==> config.mk <==
export PLATFORM = sky130hd
export DESIGN_NAME = bep_mulq16
export DESIGN_NICKNAME = d
export VERILOG_FILES = /design/src/sv/bep_pkg.sv /design/src/sv/bep_mulq16.sv
export SDC_FILE = /design/constraint.sdc
export NUM_CORES = 2
export LEC_CHECK = 0
export BUFFER_PORTS_ARGS = -buffer_cell sky130_fd_sc_hd__buf_2
export CORE_ASPECT_RATIO = 1.2
export CORE_MARGIN = 1.5
export CORE_UTILIZATION = 50
export CTS_BUF_LIST = sky130_fd_sc_hd__clkbuf_8
export CTS_CLUSTER_SIZE = 10
export DETAILED_ROUTE_END_ITERATION = 10
export PLACE_DENSITY = 0.66
export SKIP_CTS_REPAIR_TIMING = 1
export SLEW_MARGIN = 20
export SYNTH_ARGS = -nofsm -noshare
export SYNTH_HDL_FRONTEND = slang
export SYNTH_SLANG_ARGS = --single-unit
==> constraint.sdc <==
create_clock -name clk -period 15.34 [get_ports clk]
set_clock_uncertainty 0.1 [all_clocks]
set_input_delay 1.534 -clock clk [delete_from_list [all_inputs] [get_ports clk]]
set_output_delay 1.534 -clock clk [all_outputs]
set_load 0.05 [all_outputs]
==> src/sv/bep_pkg.sv <==
package bep_pkg;

  localparam int DEF_CORDIC_STAGES = 16;

  // Widths of the datapath. XY_W holds a negated Q2.30 vector after its CORDIC growth.
  localparam int XY_W  = 36;
  localparam int Z_W   = 34;
  localparam int MUL_W = 49;
  localparam int SAT_W = 50;

  localparam logic [32:0] TWO_PI_Q30        = 33'd6746518852;
  localparam logic [32:0] PI_Q30            = 33'd3373259426;
  localparam logic [32:0] HALF_PI_Q30       = 33'd1686629713;
  localparam logic [32:0] TWO_PI_LESS_HALF  = 33'd5059889139;

  // floor(2^62 / 2pi in Q30), used to find the number of turns in an angle.
  localparam logic [63:0] ANG_RECIP_W = (64'd1 << 62) / {31'd0, TWO_PI_Q30};
  localparam logic [29:0] ANG_RECIP   = ANG_RECIP_W[29:0];

  localparam logic signed [SAT_W-1:0] SAT_MAX = 50'sd2147483647;
  localparam logic signed [SAT_W-1:0] SAT_MIN = -50'sd2147483648;

  typedef struct packed {
    logic               upd;
    logic signed [31:0] pos_x;
    logic signed [31:0] pos_y;
    logic signed [31:0] vel_x;
    logic signed [31:0] vel_y;
    logic signed [31:0] omega;
  } side_t;

  typedef struct packed {
    logic                   valid;
    logic signed [XY_W-1:0] x;
    logic signed [XY_W-1:0] y;
    logic signed [Z_W-1:0]  z;
    side_t                  side;
  } cell_t;

  function automatic logic signed [31:0] sat32(input logic signed [SAT_W-1:0] v);
    if (v > SAT_MAX) begin
      return 32'sh7fffffff;
    end else if (v < SAT_MIN) begin
      return 32'sh80000000;
    end
    return v[31:0];
  endfunction

  function automatic logic [29:0] atan_q30(input int i);
    logic [29:0] a;
    case (i)
      0:  a = 30'd843314857;
      1:  a = 30'd497837830;
      2:  a = 30'd263043837;
      3:  a = 30'd133525159;
      4:  a = 30'd67021687;
      5:  a = 30'd33543516;
      6:  a = 30'd16775851;
      7:  a = 30'd8388437;
      8:  a = 30'd4194283;
      9:  a = 30'd2097149;
      10: a = 30'd1048576;
      11: a = 30'd524288;
      12: a = 30'd262144;
      13: a = 30'd131072;
      14: a = 30'd65536;
      15: a = 30'd32768;
      16: a = 30'd16384;
      17: a = 30'd8192;
      18: a = 30'd4096;
      19: a = 30'd2048;
      20: a = 30'd1024;
      21: a = 30'd512;
      22: a = 30'd256;
      23: a = 30'd128;
      24: a = 30'd64;
      25: a = 30'd32;
      26: a = 30'd16;
      27: a = 30'd8;
      28: a = 30'd4;
      29: a = 30'd2;
      default: a = 30'd0;
    endcase
    return a;
  endfunction

  // CORDIC gain in Q30 for n iterations: integer square root of prod(1 + 4^-i) in Q60.
  function automatic logic [31:0] cordic_gain(input int n);
    logic [63:0] p;
    logic [63:0] v;
    logic [63:0] res;
    logic [63:0] bitv;
    p = 64'd1 << 60;
    for (int i = 0; i < 30; i++) begin
      if (i < n) begin
        p = p + (p >> (2 * i));
      end
    end
    v = p;
    res = 64'd0;
    bitv = 64'd1 << 62;
    for (int k = 0; k < 32; k++) begin
      if (v >= res + bitv) begin
        v = v - (res + bitv);
        res = (res >> 1) + bitv;
      end else begin
        res = res >> 1;
      end
      bitv = bitv >> 2;
    end
    return res[31:0];
  endfunction

endpackage

==> src/sv/bep_mulq16.sv <==
module bep_mulq16 import bep_pkg::*; (
  input  logic                    clk,
  input  logic signed [31:0]      a,
  input  logic        [31:0]      b,
  output logic signed [MUL_W-1:0] p
);

  logic              neg_r;
  logic [63:0]       prod_r;
  logic [31:0]       mag;
  logic [47:0]       rnd;
  logic [MUL_W-1:0]  p_r;

  // Sign and magnitude, so that rounding is to nearest with ties away from zero.
  assign mag = a[31] ? 32'(-a) : 32'(a);
  assign rnd = 48'((prod_r + 64'd32768) >> 16);

  always_ff @(posedge clk) begin
    neg_r  <= a[31];
    prod_r <= 64'(mag) * 64'(b);
    p_r    <= neg_r ? MUL_W'(-$signed({1'b0, rnd})) : MUL_W'($signed({1'b0, rnd}));
  end

  assign p = $signed(p_r);

endmodule

==> key figures <==
Logic synthesis
  • Seq/Total Area, Yosys: 0.0519
  • Syn nets: 5463
  • Average size of a mapped cell: 9.00 sq um
  • Dominant synthesized flop cell: dfxtp_1
  • Mapped Area: 0.0382 sq mm
  • EDFF count, synth: 0
  • Syn Inst Count: 4240
  • Synth cell types: 76
  • Synth warn: 0
  • Post-synthesis register bit count: 99
  • FFs w/ async S/R, synth: 0

Routing
  • Total Wirelength: 101000 um
  • Routed Antenna Nets: 0
  • Initial DRT Pass Iterations: 5
  • Wire per inst: 19.5 um
  • Initial drt markers: 1546
  • Via density: 5.44
  • Drc violations: 0
  • Via Count: 28.1k

CTS
  • Total CTS buffers: 9
  • Clk slew on worst S/H paths: 90 ps
  • H-tree Lvls: 3
  • Clock sink count: 99
  • CTS tree: built
  • Clk buf depth: 2
  • Later-pin clock latency in the skew report: 380 ps
  • Root buffer cell: clkbuf_8

Setup path
  • CP max-delay cell: or4_4
  • Crit path launch type: input pin
  • CP Class: in -> reg
  • Crit path max fanout: 16
  • CP Capture Type: flop
  • Worst Path Required: 15500 ps
  • Slowest stage delay, CP: 560 ps
  • Most used cell, CP: fa_1
  • CP arrival: 12430 ps

Global routing
  • Grt ovf: 0
  • Largest net degree at the start of global routing: 37
  • First-pass GRT wire length: 165000 um
  • Total track usage: 0.274
  • Vias in the first global route: 31.0k
  • Initial antenna violation count: 3

Floorplanning
  • DIE WIDTH: 255 um
  • Die height: 306 um
  • Row cnt: 110
  • Core Footprint: 0.0753 sq mm
  • Die footprint: 0.0780 sq mm
  • I/O Pins: 114
  • Starting Density: 0.507

Layout
  • Nets: 5386
  • Share of cells above drive strength 1: 0.0518
  • Non-filler cells, final: 5178
  • Filler cell count: 7073
  • Synth-to-Final Area Change: 4.16%

STA
  • Fin Setup TNS: 0 ps
  • Final slew viol count: 0
  • Tcrit/Tclk final: 0.800
  • Fin. Hold Viols: 0
  • Max Clk Rate: 0.0815 GHz
  • RSZ-0062 raised after global routing: false
  • # setup viols final: 0
  • Worst-margin pin slew: 1140 ps
  • Max_slew headroom: 0.233
  • Period minus WS final: 12270 ps

Worst hold path
  • Min-delay worst type: reg -> reg

Run
  • Max cap viols: 0

Placement
  • HPWL Detailed: 81900 um
  • Post-placement cell count: 5160
  • PortBufs: 113
  • Routability cong.: 0.906

Run status
  • Outcome: complete, no violations
[per-layer routing]
layer / GRT usage / up-vias / routed length, um
met5: 0 / - / 13
met4: 0.158 / 2 / 6900
met3: 0.0209 / 314 / 3760
met2: 0.495 / 767 / 53600
met1: 0.316 / 14700 / 36800
li1: - / 12400 / -
[per-stage QoR]
stage	worst slack, ps	hold slack, ps	cell area [sq um]	utilization
final	3070	493	39800	0.528
after global routing	2640	493	39700	0.528
after CTS	3150	500	39700	0.528
after detailed placement	2820	484	39600	0.526
after global placement	3010	473	39600	0.526
after floorplan	4240	407	38200	-
[layout make-up]
| class | instances | area, sq um | share of cell area |
|---|---|---|---|
| timing repair buffer | 148 | 828 | 0.0208 |
| inverter | 905 | 3400 | 0.0855 |
| clock inverter | 7 | 52.6 | 0.00132 |
| antenna | 2 | 5.00 | 0.000126 |
| sequential | 99 | 1980 | 0.0499 |
| tap | 1008 | 1260 | 0.0317 |
| multi-input combinational | 3000 | 32100 | 0.808 |
| clock buffer | 9 | 124 | 0.00312 |
[worst max-delay path, delay by kind of cell]
family                   cells  cell delay [ps]
buffers and inverters        3              240
adder cells (fa/ha/maj)      9             4460
AND/OR/NAND/NOR             10             3430
XOR/XNOR                     1              320
AO/OA/AOI/OAI                8             2390
[Yosys cell counts (all sizes together) (5+ instances only)]
cell,count,area [sq um]
fa,895,17900
or2,5,31.3
a211oi,7,52.6
dfxtp,99,1980
nand4,31,194
a31oi,15,93.8
clkbuf,223,840
buf,13,62.6
o41ai,6,60.1
nand2b,7,58.8
or4,11,97.6
o21ai,68,344
inv,904,3390
o31ai,13,111
and3,20,125
o21bai,20,150
xnor2,117,1020
xor2,58,508
nor2,49,184
nor3,17,90.1
o211ai,5,37.5
and4,8,70.1
a21o,41,308
nor2b,6,37.5
nor4,13,93.8
nand2,525,1970
nand3,38,190
and2,605,3780
o31a,5,43.8
a21oi,81,405
ha,263,3290
or3,14,87.6
[cells in the final DEF, fill, tap and decap left out, drive strengths merged, types with 17 or more instances in the layout]
master | netlist | final
o21ai | 68 | 68
a21oi | 81 | 81
nor3 | 17 | 17
xor2 | 58 | 58
a21o | 41 | 41
ha | 263 | 263
nor2 | 49 | 49
nand3 | 38 | 38
dfxtp | 99 | 99
o21bai | 20 | 20
nand4 | 31 | 31
and2 | 605 | 605
inv | 904 | 908
buf | 13 | 148
xnor2 | 117 | 117
and3 | 20 | 20
fa | 895 | 895
nand2 | 525 | 525
[cells by family (layout without fill, tap and decap cells)]
family | Yosys count | in the layout | share of synthesized area
xor+xnor | 175 | 175 | 0.0402
simple gates | 1364 | 1364 | 0.188
compound gates | 299 | 299 | 0.0509
other cells | 0 | 2 | 0
fa+ha+maj | 1158 | 1158 | 0.556
buf+inv | 1141 | 1069 | 0.113
mux | 4 | 4 | 0.00111
flops | 99 | 99 | 0.0519
[sequential cells by signal (all words and copies together) (netlist names)]
register	count
neg_r	1
prod_r	49
p	49
[path summary, 6_finish.rpt]
| path | start | endpoint | slack [ps] | cells past startpoint |
|---|---|---|---|---|
| setup / recovery | a[2] | prod_r[61]$_DFF_P_ | 3070 | 31 |
| hold / removal | prod_r[48]$_DFF_P_ | p[32]$_DFF_P_ | 490 | 1 |
| setup reg to reg | prod_r[16]$_DFF_P_ | p[39]$_DFF_P_ | 11150 | 11 |
| hold reg to reg | prod_r[48]$_DFF_P_ | p[32]$_DFF_P_ | 490 | 1 |
Power is not shown: default switching activity piles up to over one toggle a cycle in this logic, so the estimate is an artifact.
