File: config.mk
export PLATFORM = sky130hd
export DESIGN_NAME = bep_cordic_cell
export DESIGN_NICKNAME = d
export VERILOG_FILES = /design/src/sv/bep_pkg.sv /design/src/sv/bep_cordic_cell.sv
export SDC_FILE = /design/constraint.sdc
export NUM_CORES = 1
export LEC_CHECK = 0
export BUFFER_PORTS_ARGS = -buffer_cell sky130_fd_sc_hd__clkbuf_2
export CORE_AREA = 2 2 263 135
export CTS_BUF_LIST = sky130_fd_sc_hd__clkbuf_2 sky130_fd_sc_hd__clkbuf_4 sky130_fd_sc_hd__clkbuf_8
export CTS_CLUSTER_DIAMETER = 150
export DETAILED_ROUTE_END_ITERATION = 16
export DIE_AREA = 0 0 265 137
export GPL_TIMING_DRIVEN = 0
export PLACE_DENSITY = 0.87
export SYNTH_ARGS = -nofsm -noshare
export SYNTH_HDL_FRONTEND = slang
export SYNTH_SLANG_ARGS = --single-unit
export TNS_END_PERCENT = 50
File: constraint.sdc
create_clock -name clk -period 7.7 [get_ports clk]
set_clock_uncertainty 0.15 [all_clocks]
set_input_delay 0.385 -clock clk [delete_from_list [all_inputs] [get_ports clk]]
set_output_delay 0.385 -clock clk [all_outputs]
set_load 0.005 [all_outputs]
File: src/sv/bep_pkg.sv
package bep_pkg;

  localparam int DEF_CORDIC_STAGES = 16;

  // Widths of the datapath. XY_W holds a negated Q2.30 vector after its CORDIC growth.
  localparam int XY_W  = 36;
  localparam int Z_W   = 34;
  localparam int MUL_W = 49;
  localparam int SAT_W = 50;

  localparam logic [32:0] TWO_PI_Q30        = 33'd6746518852;
  localparam logic [32:0] PI_Q30            = 33'd3373259426;
  localparam logic [32:0] HALF_PI_Q30       = 33'd1686629713;
  localparam logic [32:0] TWO_PI_LESS_HALF  = 33'd5059889139;

  // floor(2^62 / 2pi in Q30), used to find the number of turns in an angle.
  localparam logic [63:0] ANG_RECIP_W = (64'd1 << 62) / {31'd0, TWO_PI_Q30};
  localparam logic [29:0] ANG_RECIP   = ANG_RECIP_W[29:0];

  localparam logic signed [SAT_W-1:0] SAT_MAX = 50'sd2147483647;
  localparam logic signed [SAT_W-1:0] SAT_MIN = -50'sd2147483648;

  typedef struct packed {
    logic               upd;
    logic signed [31:0] pos_x;
    logic signed [31:0] pos_y;
    logic signed [31:0] vel_x;
    logic signed [31:0] vel_y;
    logic signed [31:0] omega;
  } side_t;

  typedef struct packed {
    logic                   valid;
    logic signed [XY_W-1:0] x;
    logic signed [XY_W-1:0] y;
    logic signed [Z_W-1:0]  z;
    side_t                  side;
  } cell_t;

  function automatic logic signed [31:0] sat32(input logic signed [SAT_W-1:0] v);
    if (v > SAT_MAX) begin
      return 32'sh7fffffff;
    end else if (v < SAT_MIN) begin
      return 32'sh80000000;
    end
    return v[31:0];
  endfunction

  function automatic logic [29:0] atan_q30(input int i);
    logic [29:0] a;
    case (i)
      0:  a = 30'd843314857;
      1:  a = 30'd497837830;
      2:  a = 30'd263043837;
      3:  a = 30'd133525159;
      4:  a = 30'd67021687;
      5:  a = 30'd33543516;
      6:  a = 30'd16775851;
      7:  a = 30'd8388437;
      8:  a = 30'd4194283;
      9:  a = 30'd2097149;
      10: a = 30'd1048576;
      11: a = 30'd524288;
      12: a = 30'd262144;
      13: a = 30'd131072;
      14: a = 30'd65536;
      15: a = 30'd32768;
      16: a = 30'd16384;
      17: a = 30'd8192;
      18: a = 30'd4096;
      19: a = 30'd2048;
      20: a = 30'd1024;
      21: a = 30'd512;
      22: a = 30'd256;
      23: a = 30'd128;
      24: a = 30'd64;
      25: a = 30'd32;
      26: a = 30'd16;
      27: a = 30'd8;
      28: a = 30'd4;
      29: a = 30'd2;
      default: a = 30'd0;
    endcase
    return a;
  endfunction

  // CORDIC gain in Q30 for n iterations: integer square root of prod(1 + 4^-i) in Q60.
  function automatic logic [31:0] cordic_gain(input int n);
    logic [63:0] p;
    logic [63:0] v;
    logic [63:0] res;
    logic [63:0] bitv;
    p = 64'd1 << 60;
    for (int i = 0; i < 30; i++) begin
      if (i < n) begin
        p = p + (p >> (2 * i));
      end
    end
    v = p;
    res = 64'd0;
    bitv = 64'd1 << 62;
    for (int k = 0; k < 32; k++) begin
      if (v >= res + bitv) begin
        v = v - (res + bitv);
        res = (res >> 1) + bitv;
      end else begin
        res = res >> 1;
      end
      bitv = bitv >> 2;
    end
    return res[31:0];
  endfunction

endpackage

File: src/sv/bep_cordic_cell.sv
module bep_cordic_cell import bep_pkg::*; #(
  parameter int IDX = 0
) (
  input  logic  clk,
  input  logic  rst_n,
  input  cell_t din,
  output cell_t dout
);

  localparam logic signed [Z_W-1:0] ANG = $signed({{(Z_W-30){1'b0}}, atan_q30(IDX)});

  cell_t                  dout_r;
  cell_t                  dout_nxt;
  logic signed [XY_W-1:0] xs;
  logic signed [XY_W-1:0] ys;

  assign xs = $signed(din.x) >>> IDX;
  assign ys = $signed(din.y) >>> IDX;

  // A particle outside the group passes its dipole through untouched.
  always_comb begin
    dout_nxt = din;
    if (din.side.upd) begin
      if (!din.z[Z_W-1]) begin
        dout_nxt.x = $signed(din.x) - ys;
        dout_nxt.y = $signed(din.y) + xs;
        dout_nxt.z = $signed(din.z) - ANG;
      end else begin
        dout_nxt.x = $signed(din.x) + ys;
        dout_nxt.y = $signed(din.y) - xs;
        dout_nxt.z = $signed(din.z) + ANG;
      end
    end
  end

  always_ff @(posedge clk) begin
    if (!rst_n) begin
      dout_r.valid <= 1'b0;
    end else begin
      dout_r <= dout_nxt;
    end
  end

  assign dout = dout_r;

endmodule

==> Flow_metrics.wiki <==
{| class="wikitable"
! Metric !! Value
|-
| Ordered list of cells on the worst path || clkbuf_2 > inv_2 > buf_1 > buf_2 > ha_1 > clkbuf_1 > nand2_1 > nor4_1 > o2111ai_1 > a21oi_1 > o221ai_1 > a21oi_1 > a31oi_1 > xnor2_1 > mux2_2
|-
| Logic depth of the worst setup path including buffers || 15
|-
| Floorplan die area || 36300 um^2
|-
| Endpoint, Worst Hold || dout[266]$_DFFE_PP_
|-
| Port Buffer Count || 537
|-
| VDD IR max || about 130 uV
|-
| Nets in the synthesized netlist || ~2000
|-
| Number of inserted filler cells in the final layout || around 2700
|-
| CP max-delay cell || nor4_1
|-
| Fraction of layout instances using a drive strength above 1 || 27.5%
|-
| Warnings from Yosys || 0
|-
| Actual slew at the worst max-slew pin || 1.30 ns
|-
| Max reg flops || approximately 270
|-
| Most common cell in the synthesized netlist || edfxtp_1
|-
| Period utilisation layout || 79.7%
|-
| Sequential Power Share || between 40% and 50%
|-
| Unrepaired setup endpoints after global routing || no
|-
| Max Freq || 163 MHz
|-
| Hold Path Origin || din[266]
|-
| Final Routed Wirelength || 73200 um
|-
| Cell type with the highest aggregate area in the netlist || edfxtp_1
|-
| Drc violations || 0
|-
| Number of slew-limit violations in the final report || 0
|-
| Final TNS setup || 0 ns
|-
| Post-synthesis sequential element count || 268
|-
| Hold WC Path Type || primary input to flip-flop
|-
| Sequential element share of the synthesized area || roughly 48%
|-
| Via count normalized by instance count || about 6
|-
| Netlist cell types || 78
|-
| # rows || 48
|-
| Power per standard cell area || 189 nW/um^2
|-
| Clk network pwr share || 28.7%
|-
| Pin count of the biggest net entering global routing || approximately 130
|-
| Power spent charging and discharging nets || 1.43 mW
|-
| Fraction of power spent switching nets || 32.9%
|-
| Worst hold slack || 0.0158 ns
|-
| Global route overflow || 0
|-
| Storage element area || ~8000 um^2
|-
| Remaining number of nets flagged by the antenna check after routing || 0
|-
| Max cap viols || 0
|-
| Wire length of the first global-routing pass || between 100000 and 150000 um
|-
| Initial cell density of the core || 49.7%
|-
| Total via count in the routed design || 17096
|-
| Category of cells accounting for the largest share of critical-path delay || buffers and inverters
|-
| EDFF count, synth || 267
|-
| Largest fanout on the critical path || 26
|-
| Endpoint class of the critical path || flip-flop
|-
| Required time of the critical path || around 7.9 ns
|-
| Placed wire-length estimate after detailed placement || 54200 um
|-
| # resized after CTS || 0
|-
| Total standard cell area after synthesis || 16900 um^2
|-
| Static leakage power || roughly 10 nW
|-
| Element type at the critical path start || primary input
|-
| Crit Path Category || primary input to flip-flop
|-
| Die span in y || 137 um
|-
| Share of the synthesized area in the top cell type || 47.5%
|-
| Slew headroom || approximately an eighth
|-
| CTS max path bufs || 3
|-
| WL per Instance || 25.4 um
|-
| Max incr delay on CP || ~1.1 ns
|-
| Number of clock buffers inserted by TritonCTS || 40
|-
| Crit path arrival time || 6.32 ns
|-
| Number of levels the H-tree was split into || 2
|-
| Number of design-rule violations left by the first detailed-router iteration || ~2200
|-
| Final hold vios || 0
|-
| Min Tclk post-route || 6.14 ns
|-
| Number of clock sinks || between 200 and 300
|-
| Combinational power share || between 20% and 30%
|-
| IO Count || approximately 540
|-
| Fraction of registers with async set or reset after synthesis || 0%
|-
| Count of cells along the worst hold path || 2
|-
| Most used cell, CP || a21oi_1
|-
| Cell chosen for the clock root || clkbuf_8
|-
| Core area || 34000 um^2
|-
| Post-CTS clock slew at the launch and capture registers of the worst setup and hold paths || around 0.060 ns
|-
| Area added between synthesis and finish || 35.8%
|-
| Global-route usage over all layers || a little under two fifths
|-
| Internal power of the cells || 2.91 mW
|-
| Average footprint of a synthesized cell || 10.4 um^2
|-
| TritonCTS clock tree || built
|-
| Largest cells by area after synthesis || edfxtp_1 47%, ha_1 10%, a21oi_1 6.0%, xnor2_1 4.1%, nor2_1 3.3%
|-
| Run status || completed
|-
| Most used standard cells in the synthesized netlist || 267 x edfxtp_1, 202 x a21oi_1, 148 x nor2_1, 137 x ha_1, 105 x inv_1
|-
| Multi-input combinational cell area || 8160 um^2
|-
| Pre-antenna DRT Iters || 6
|-
| Top_reg_cell synth || edfxtp_1
|-
| Placer Congestion || 1.01
|-
| Overall die width || 265 um
|-
| Buffers inserted by post-CTS timing repair || 0
|-
| Number of instances in the synthesized netlist || 1629
|-
| # nets final || 2811
|-
| Crit path buffers/inverters || 5
|-
| Antenna violations before repair || 7
|-
| Vias in the first global route || between 15000 and 20000
|-
| Final setup violation count || 0
|}
worst max-delay path by stage:
stage	endpoint	slack [ns]	start
4_1_cts	dout[192]$_DFFE_PP_	2.17	din[194]
6_report	dout[192]$_DFFE_PP_	1.56	din[194]
5_1_grt	dout[192]$_DFFE_PP_	1.71	din[194]
3_3_place_gp	dout[192]$_DFFE_PP_	1.21	din[194]
3_5_place_dp	dout[192]$_DFFE_PP_	1.58	din[194]
2_1_floorplan	dout[185]$_DFFE_PP_	3.48	din[194]
routing by layer:
| layer | share of wire [%] | track usage, % | vias to the layer above | wire [um] |
|---|---|---|---|---|
| met5 | 0.018 | 0 | - | 13 |
| met3 | 15 | 18.4 | 157 | 11100 |
| met1 | 41 | 52.6 | 8189 | 30000 |
| met2 | 41 | 52.9 | 1204 | 30200 |
| li1 | - | - | 7544 | - |
| met4 | 2.7 | 11.6 | 2 | 1940 |
cell type report:
class / instances / area share, %
multi-input combinational: 1181 / 35.6
buffer: 68 / 1.21
clock inverter: 19 / 0.693
antenna: 7 / 0.0764
clock buffer: 53 / 2.83
sequential: 268 / 35.1
timing repair buffer: 729 / 20.3
tap: 450 / 2.46
inverter: 112 / 1.83
layout by cell type, fill, tap and decap left out, types with 41 or more instances in the layout:
cell type,synthesis,final
a21o_1,48,48
a21oi_1,202,202
clkbuf_2,0,537
clkbuf_8,0,41
dlygate4sd3_1,0,189
edfxtp_1,267,267
ha_1,137,137
inv_1,105,105
nand2_1,96,96
nor2_1,148,148
o21ai_0,83,83
xnor2_1,80,80
power by group through the flow:
stage / logic [mW] / registers [mW] / clock network (mW)
3_5_place_dp: 1.12 / 1.86 / 0
3_3_place_gp: 1.10 / 1.87 / 0
6_report: 1.26 / 1.83 / 1.24
2_1_floorplan: 0.588 / 1.87 / 0
4_1_cts: 1.20 / 1.83 / 1.23
5_1_grt: 1.33 / 1.84 / 1.31
kinds of logic after synthesis:
logic type                 Yosys count  synth area share (%)
xor gates and xnor gates            92                  4.77
DFF                                268                  47.6
adders and majority gates          141                  10.6
AOI/OAI and AO/OA                  508                  19.1
muxes                               49                  3.10
and+or+nand+nor                    391                  10.7
buffers and inverters              180                  4.12
metrics by stage:
step,worst slack [ns],instance area [um^2],std cells,power (mW),utilization [%]
floorplan,3.48,16900,1629,2.46,-
global placement,1.21,20100,2616,2.96,59.2
detailed placement,1.58,20200,2618,2.97,59.4
CTS,2.17,22900,2879,4.27,67.4
global route,1.71,22900,2885,4.49,67.4
finish,1.56,22900,2887,4.34,67.5
timing repair:
item / 4_1_cts / 5_1_grt
hold buffers: 189 / 0
hold endpoints to repair: 189 / 0
endpoints found under the setup margin: 0 / 0
(Power assumes the default switching activity.)
