### config.mk
export PLATFORM = sky130hd
export DESIGN_NAME = bep_gain_div
export DESIGN_NICKNAME = d
export VERILOG_FILES = /design/src/sv/bep_pkg.sv /design/src/sv/bep_gain_div.sv
export SDC_FILE = /design/constraint.sdc
export NUM_CORES = 2
export LEC_CHECK = 0
export ABC_AREA = 0
export ABC_CLOCK_PERIOD_IN_PS = 16200
export BUFFER_PORTS_ARGS = -buffer_cell sky130_fd_sc_hd__buf_2
export CAP_MARGIN = 20
export CORE_MARGIN = 1
export CORE_UTILIZATION = 50
export CTS_CLUSTER_SIZE = 14
export DETAILED_ROUTE_END_ITERATION = 8
export GPL_ROUTABILITY_DRIVEN = 0
export PLACE_DENSITY = 0.73
export SYNTH_ARGS = -nofsm -noshare
export SYNTH_HDL_FRONTEND = slang
export SYNTH_SLANG_ARGS = --single-unit
### constraint.sdc
create_clock -name clk -period 16.2 [get_ports clk]
set_input_delay 3.24 -clock clk [delete_from_list [all_inputs] [get_ports clk]]
set_output_delay 3.24 -clock clk [all_outputs]
set_load 0.02 [all_outputs]
### src/sv/bep_pkg.sv
package bep_pkg;

  localparam int DEF_CORDIC_STAGES = 16;

  // Widths of the datapath. XY_W holds a negated Q2.30 vector after its CORDIC growth.
  localparam int XY_W  = 36;
  localparam int Z_W   = 34;
  localparam int MUL_W = 49;
  localparam int SAT_W = 50;

  localparam logic [32:0] TWO_PI_Q30        = 33'd6746518852;
  localparam logic [32:0] PI_Q30            = 33'd3373259426;
  localparam logic [32:0] HALF_PI_Q30       = 33'd1686629713;
  localparam logic [32:0] TWO_PI_LESS_HALF  = 33'd5059889139;

  // floor(2^62 / 2pi in Q30), used to find the number of turns in an angle.
  localparam logic [63:0] ANG_RECIP_W = (64'd1 << 62) / {31'd0, TWO_PI_Q30};
  localparam logic [29:0] ANG_RECIP   = ANG_RECIP_W[29:0];

  localparam logic signed [SAT_W-1:0] SAT_MAX = 50'sd2147483647;
  localparam logic signed [SAT_W-1:0] SAT_MIN = -50'sd2147483648;

  typedef struct packed {
    logic               upd;
    logic signed [31:0] pos_x;
    logic signed [31:0] pos_y;
    logic signed [31:0] vel_x;
    logic signed [31:0] vel_y;
    logic signed [31:0] omega;
  } side_t;

  typedef struct packed {
    logic                   valid;
    logic signed [XY_W-1:0] x;
    logic signed [XY_W-1:0] y;
    logic signed [Z_W-1:0]  z;
    side_t                  side;
  } cell_t;

  function automatic logic signed [31:0] sat32(input logic signed [SAT_W-1:0] v);
    if (v > SAT_MAX) begin
      return 32'sh7fffffff;
    end else if (v < SAT_MIN) begin
      return 32'sh80000000;
    end
    return v[31:0];
  endfunction

  function automatic logic [29:0] atan_q30(input int i);
    logic [29:0] a;
    case (i)
      0:  a = 30'd843314857;
      1:  a = 30'd497837830;
      2:  a = 30'd263043837;
      3:  a = 30'd133525159;
      4:  a = 30'd67021687;
      5:  a = 30'd33543516;
      6:  a = 30'd16775851;
      7:  a = 30'd8388437;
      8:  a = 30'd4194283;
      9:  a = 30'd2097149;
      10: a = 30'd1048576;
      11: a = 30'd524288;
      12: a = 30'd262144;
      13: a = 30'd131072;
      14: a = 30'd65536;
      15: a = 30'd32768;
      16: a = 30'd16384;
      17: a = 30'd8192;
      18: a = 30'd4096;
      19: a = 30'd2048;
      20: a = 30'd1024;
      21: a = 30'd512;
      22: a = 30'd256;
      23: a = 30'd128;
      24: a = 30'd64;
      25: a = 30'd32;
      26: a = 30'd16;
      27: a = 30'd8;
      28: a = 30'd4;
      29: a = 30'd2;
      default: a = 30'd0;
    endcase
    return a;
  endfunction

  // CORDIC gain in Q30 for n iterations: integer square root of prod(1 + 4^-i) in Q60.
  function automatic logic [31:0] cordic_gain(input int n);
    logic [63:0] p;
    logic [63:0] v;
    logic [63:0] res;
    logic [63:0] bitv;
    p = 64'd1 << 60;
    for (int i = 0; i < 30; i++) begin
      if (i < n) begin
        p = p + (p >> (2 * i));
      end
    end
    v = p;
    res = 64'd0;
    bitv = 64'd1 << 62;
    for (int k = 0; k < 32; k++) begin
      if (v >= res + bitv) begin
        v = v - (res + bitv);
        res = (res >> 1) + bitv;
      end else begin
        res = res >> 1;
      end
      bitv = bitv >> 2;
    end
    return res[31:0];
  endfunction

endpackage

### src/sv/bep_gain_div.sv
module bep_gain_div import bep_pkg::*; #(
  parameter int CORDIC_STAGES = DEF_CORDIC_STAGES
) (
  input  logic                   clk,
  input  logic signed [XY_W-1:0] v,
  input  logic                   byp,
  output logic signed [31:0]     res
);

  localparam logic [31:0] GAIN    = cordic_gain(CORDIC_STAGES);
  localparam logic [63:0] RECIP_W = 64'h8000_0000_0000_0000 / {32'd0, GAIN};
  localparam logic [32:0] RECIP   = RECIP_W[32:0];

  logic [XY_W-1:0] mag;
  logic            big;
  logic [32:0]     mc;

  logic [65:0] prod1_r;
  logic [32:0] mc1_r;
  logic        neg1_r, big1_r, byp1_r;
  logic [31:0] raw1_r;

  logic [63:0] qg2_r;
  logic [32:0] q2_r;
  logic [32:0] mc2_r;
  logic        neg2_r, big2_r, byp2_r;
  logic [31:0] raw2_r;

  logic [63:0] num3;
  logic [63:0] rem3;
  logic [33:0] q3_r;
  logic [32:0] rem3_r;
  logic        neg3_r, big3_r, byp3_r;
  logic [31:0] raw3_r;

  logic [33:0] q4;
  logic        ovf4;
  logic [31:0] res_r;

  assign mag = v[XY_W-1] ? XY_W'(-v) : XY_W'(v);
  // Beyond 2^33 the quotient is far outside 32 bits, so only the flag is kept.
  assign big = |mag[XY_W-1:33];
  assign mc  = big ? 33'd0 : mag[32:0];

  // The reciprocal estimate is at most one low; rounding adds at most one more.
  assign num3 = {1'b0, mc2_r, 30'd0} + {33'd0, GAIN[31:1]};
  assign rem3 = num3 - qg2_r;

  assign q4   = (rem3_r >= {1'b0, GAIN}) ? q3_r + 34'd1 : q3_r;
  assign ovf4 = big3_r || (neg3_r ? (q4 > 34'h080000000) : (q4 > 34'h07fffffff));

  always_ff @(posedge clk) begin
    prod1_r <= 66'(mc) * 66'(RECIP);
    mc1_r   <= mc;
    neg1_r  <= v[XY_W-1];
    big1_r  <= big;
    byp1_r  <= byp;
    raw1_r  <= v[31:0];

    q2_r   <= prod1_r[65:33];
    qg2_r  <= 64'(prod1_r[65:33]) * 64'(GAIN);
    mc2_r  <= mc1_r;
    neg2_r <= neg1_r;
    big2_r <= big1_r;
    byp2_r <= byp1_r;
    raw2_r <= raw1_r;

    if (rem3 >= {32'd0, GAIN}) begin
      q3_r   <= {1'b0, q2_r} + 34'd1;
      rem3_r <= 33'(rem3 - {32'd0, GAIN});
    end else begin
      q3_r   <= {1'b0, q2_r};
      rem3_r <= rem3[32:0];
    end
    neg3_r <= neg2_r;
    big3_r <= big2_r;
    byp3_r <= byp2_r;
    raw3_r <= raw2_r;

    if (byp3_r) begin
      res_r <= raw3_r;
    end else if (ovf4) begin
      res_r <= neg3_r ? 32'h80000000 : 32'h7fffffff;
    end else begin
      res_r <= neg3_r ? 32'(34'd0 - q4) : q4[31:0];
    end
  end

  assign res = $signed(res_r);

endmodule
==> results_dict.tcl <==
set metrics [dict create \
    status "complete, no violations" \
    clock-skew-final_ps 20.19 \
    antenna_found_initial 13 \
    seq_area_frac_synth 0.1572 \
    synth_nets 6753 \
    critical_path.most_common_cell "fa_1" \
    h-tree-depth 2 \
    relSlewSlack 0.2958 \
    syn-cell-area_um2 50060 \
    min_period_ps 14510 \
    core_um2 98850 \
    ys_types 100 \
    ctsHoldBuffers 0 \
    hold_viol 0 \
    grt_overflow 0 \
    wl_per_cell_um 20.10 \
    routed_wl_mm 130.7 \
    die_x_um 318.4 \
    min_from "raw2_r[30]" \
    async_reset_ff_frac 0 \
    cp_slowest_cell "or4_1" \
    hold_class "flip-flop to flip-flop" \
    setup_viol 0 \
    end_kind "flip-flop" \
    r2r_slack_ps 8410 \
    drv_cap 0 \
    start_util 0.5064 \
    ioPinCount 70 \
    worstReg2RegStart "prod1_r[35]" \
    whs_endpoint "raw3_r[30]" \
    via_per_inst 5.521 \
    cts_resized 0 \
    path_delay_family "adder cells" \
    crit_required_ps 16690 \
    max_stage_delay_ps 580 \
    crit_path_max_fanout 37 \
    cts_sinks 393 \
    multi_input_area_um2 37040 \
    slew_violations 0 \
    min_period_over_period 0.8959 \
    ys.flop_type "dfxtp_1" \
    drtPass1Iterations 6 \
    clk_pin_slew_ps 60 \
    port_buffers 69 \
    nFillCells 8558 \
    hold_depth 0 \
    max_slew.worst_pin.slew_ps 1055 \
    tns_ps 0 \
    num_rows 115 \
    arrival_ps 15010 \
    worst-path-buf-inv 6 \
    die_y_um 318.4 \
    grt_first_pass_wirelength_mm 209.5 \
    hpwl_mm 111.9 \
    worst_r2r_endpoint "qg2_r[63]" \
    grt_pass1_vias 38020 \
    cts_setup_buffers 0 \
    regArea_um2 7868 \
    clock_path_buffers 3 \
    ys_seq_elements 393 \
    synth_edf_count 0 \
    num_vias 35900 \
    ant_nets 0 \
    drtIter0Drc 2618 \
    grt_max_degree 51 \
    rsz0062_at_grt "no" \
    drc 0 \
    fmax_ghz 0.06890 \
    synth_cells 5142 \
    syn_area_per_cell_um2 9.735 \
    r2r_cells 24 \
    finalNetCount 6796 \
    layout-drive-gt1-share 0.04584 \
    cts_made_buffers 41 \
    die_area_um2 101400 \
    tritoncts "done" \
    insertion_delay_ps 580 \
    area_growth_pct 6.306 \
    root_buffer "clkbuf_16" \
    worst-setup-path-type "input port to flip-flop" \
    gr-usage-all-layers 0.2651 \
    yosysWarnings 0 \
    setup.worst_path.start_class "input port" \
]
## kinds of logic (layout without fill, tap and decap cells)
logic type | Yosys count | in the layout | synth area share
buffers and inverters | 1361 | 1433 | 0.1029
AND/OR/NAND/NOR | 820 | 820 | 0.08551
XOR/XNOR | 262 | 262 | 0.04584
AO/OA/AOI/OAI | 711 | 711 | 0.09468
flip-flops | 393 | 393 | 0.1572
other | 0 | 1 | 0
adder cells (fa/ha/maj) | 1573 | 1573 | 0.5094
multiplexers | 22 | 22 | 0.004499
## cells in the final DEF (no fill, tap or decap), types with 8 or more instances in the layout
| cell | instances |
|---|---|
| o31ai_1 | 16 |
| and3_1 | 37 |
| o21ai_0 | 126 |
| or2_2 | 42 |
| nand4_1 | 50 |
| or3_1 | 16 |
| clkbuf_8 | 9 |
| a211o_1 | 13 |
| a21oi_1 | 193 |
| inv_1 | 1271 |
| a31oi_1 | 22 |
| xnor2_1 | 150 |
| o211ai_1 | 25 |
| o2111ai_1 | 14 |
| o22ai_1 | 13 |
| mux2i_1 | 18 |
| nor2b_1 | 25 |
| nand3b_1 | 12 |
| a21o_1 | 81 |
| nand2b_1 | 29 |
| nor2_1 | 171 |
| ha_1 | 798 |
| clkbuf_16 | 42 |
| nand2_1 | 196 |
| dfxtp_1 | 393 |
| o41ai_1 | 8 |
| fa_1 | 775 |
| or4_1 | 21 |
| and4_1 | 16 |
| and2_1 | 21 |
| o21a_1 | 39 |
| nor3_1 | 56 |
| o21bai_1 | 18 |
| a21boi_0 | 20 |
| nor4_1 | 14 |
| buf_2 | 69 |
| xor2_1 | 112 |
| buf_4 | 20 |
| a211oi_1 | 23 |
| nand3_1 | 73 |
## through the flow
| step | utilization | worst slack (ps) | hold WS (ps) | area, um^2 | cells |
|---|---|---|---|---|---|
| after CTS | 0.5383 | 1812 | 297.0 | 53210 | 6501 |
| after global placement | 0.5239 | 1483 | 309.6 | 51790 | 6429 |
| after global routing | 0.5383 | 1157 | 299.3 | 53210 | 6501 |
| after floorplan | - | 2790 | 309.6 | 50060 | 5142 |
| after detailed placement | 0.5239 | 1313 | 312.1 | 51790 | 6429 |
| final | 0.5383 | 1686 | 306.6 | 53220 | 6502 |
## worst max path at each step
| stage | start | to | slack, ps | depth (start not counted) |
|---|---|---|---|---|
| 3_5_place_dp | v[4] | prod1_r[65] | 1310 | 39 |
| 4_1_cts | v[4] | prod1_r[59] | 1810 | 38 |
| 2_1_floorplan | v[4] | prod1_r[59] | 2790 | 38 |
| 6_report | v[4] | prod1_r[59] | 1690 | 38 |
| 3_3_place_gp | v[4] | prod1_r[65] | 1480 | 39 |
| 5_1_grt | v[4] | prod1_r[64] | 1160 | 39 |
## final cells by class
class | count | area share
tap | 1287 | 0.03026
antenna | 1 | 0.00004702
clock buffer | 57 | 0.02250
clock inverter | 15 | 0.004303
multi-input combinational | 3388 | 0.6960
inverter | 1272 | 0.08972
sequential | 393 | 0.1478
timing repair buffer | 89 | 0.009311
## cells in the mapped netlist (all sizes together), types with 6 or more instances
cell type,instances,share of area
a2111oi,7,0.0013
a211o,13,0.0023
a211oi,26,0.0043
a21boi,20,0.0030
a21o,81,0.012
a21oi,194,0.019
a221o,6,0.0012
a221oi,6,0.0010
a31oi,23,0.0030
and2,21,0.0026
and3,38,0.0048
and4,16,0.0028
buf,26,0.0028
clkbuf,63,0.0047
dfxtp,393,0.16
fa,775,0.31
ha,798,0.20
inv,1271,0.095
mux2i,18,0.0036
nand2,197,0.015
nand2b,29,0.0036
nand3,73,0.0073
nand3b,12,0.0018
nand4,50,0.0062
nand4b,7,0.0012
nor2,172,0.013
nor2b,25,0.0031
nor3,58,0.0061
nor4,18,0.0031
o2111ai,14,0.0024
o211ai,28,0.0045
o21a,40,0.0060
o21ai,133,0.013
o21bai,18,0.0027
o22ai,13,0.0016
o31a,8,0.0016
o31ai,18,0.0029
o41ai,8,0.0014
or2,44,0.0055
or3,17,0.0022
or4,24,0.0038
xnor2,150,0.026
xor2,112,0.020
## flip-flops by register name, indices dropped and copies added, names as in the netlist, 33 cells and up
name     cells
qg2_r       59
mc1_r       33
prod1_r     33
q3_r        33
q2_r        33
mc2_r       33
## per-layer routing
layer / global-route usage / vias up / routed length (um)
met2: 0.4215 / 1367 / 58980
met4: 0.1045 / 14 / 5706
met5: 0 / - / 104
met1: 0.3482 / 17570 / 54240
met3: 0.06341 / 347 / 11660
li1: - / 16600 / -
Power is left out: the tool's default activity adds up to more than one toggle a clock period on the data nets, which glitch-free logic cannot reach.
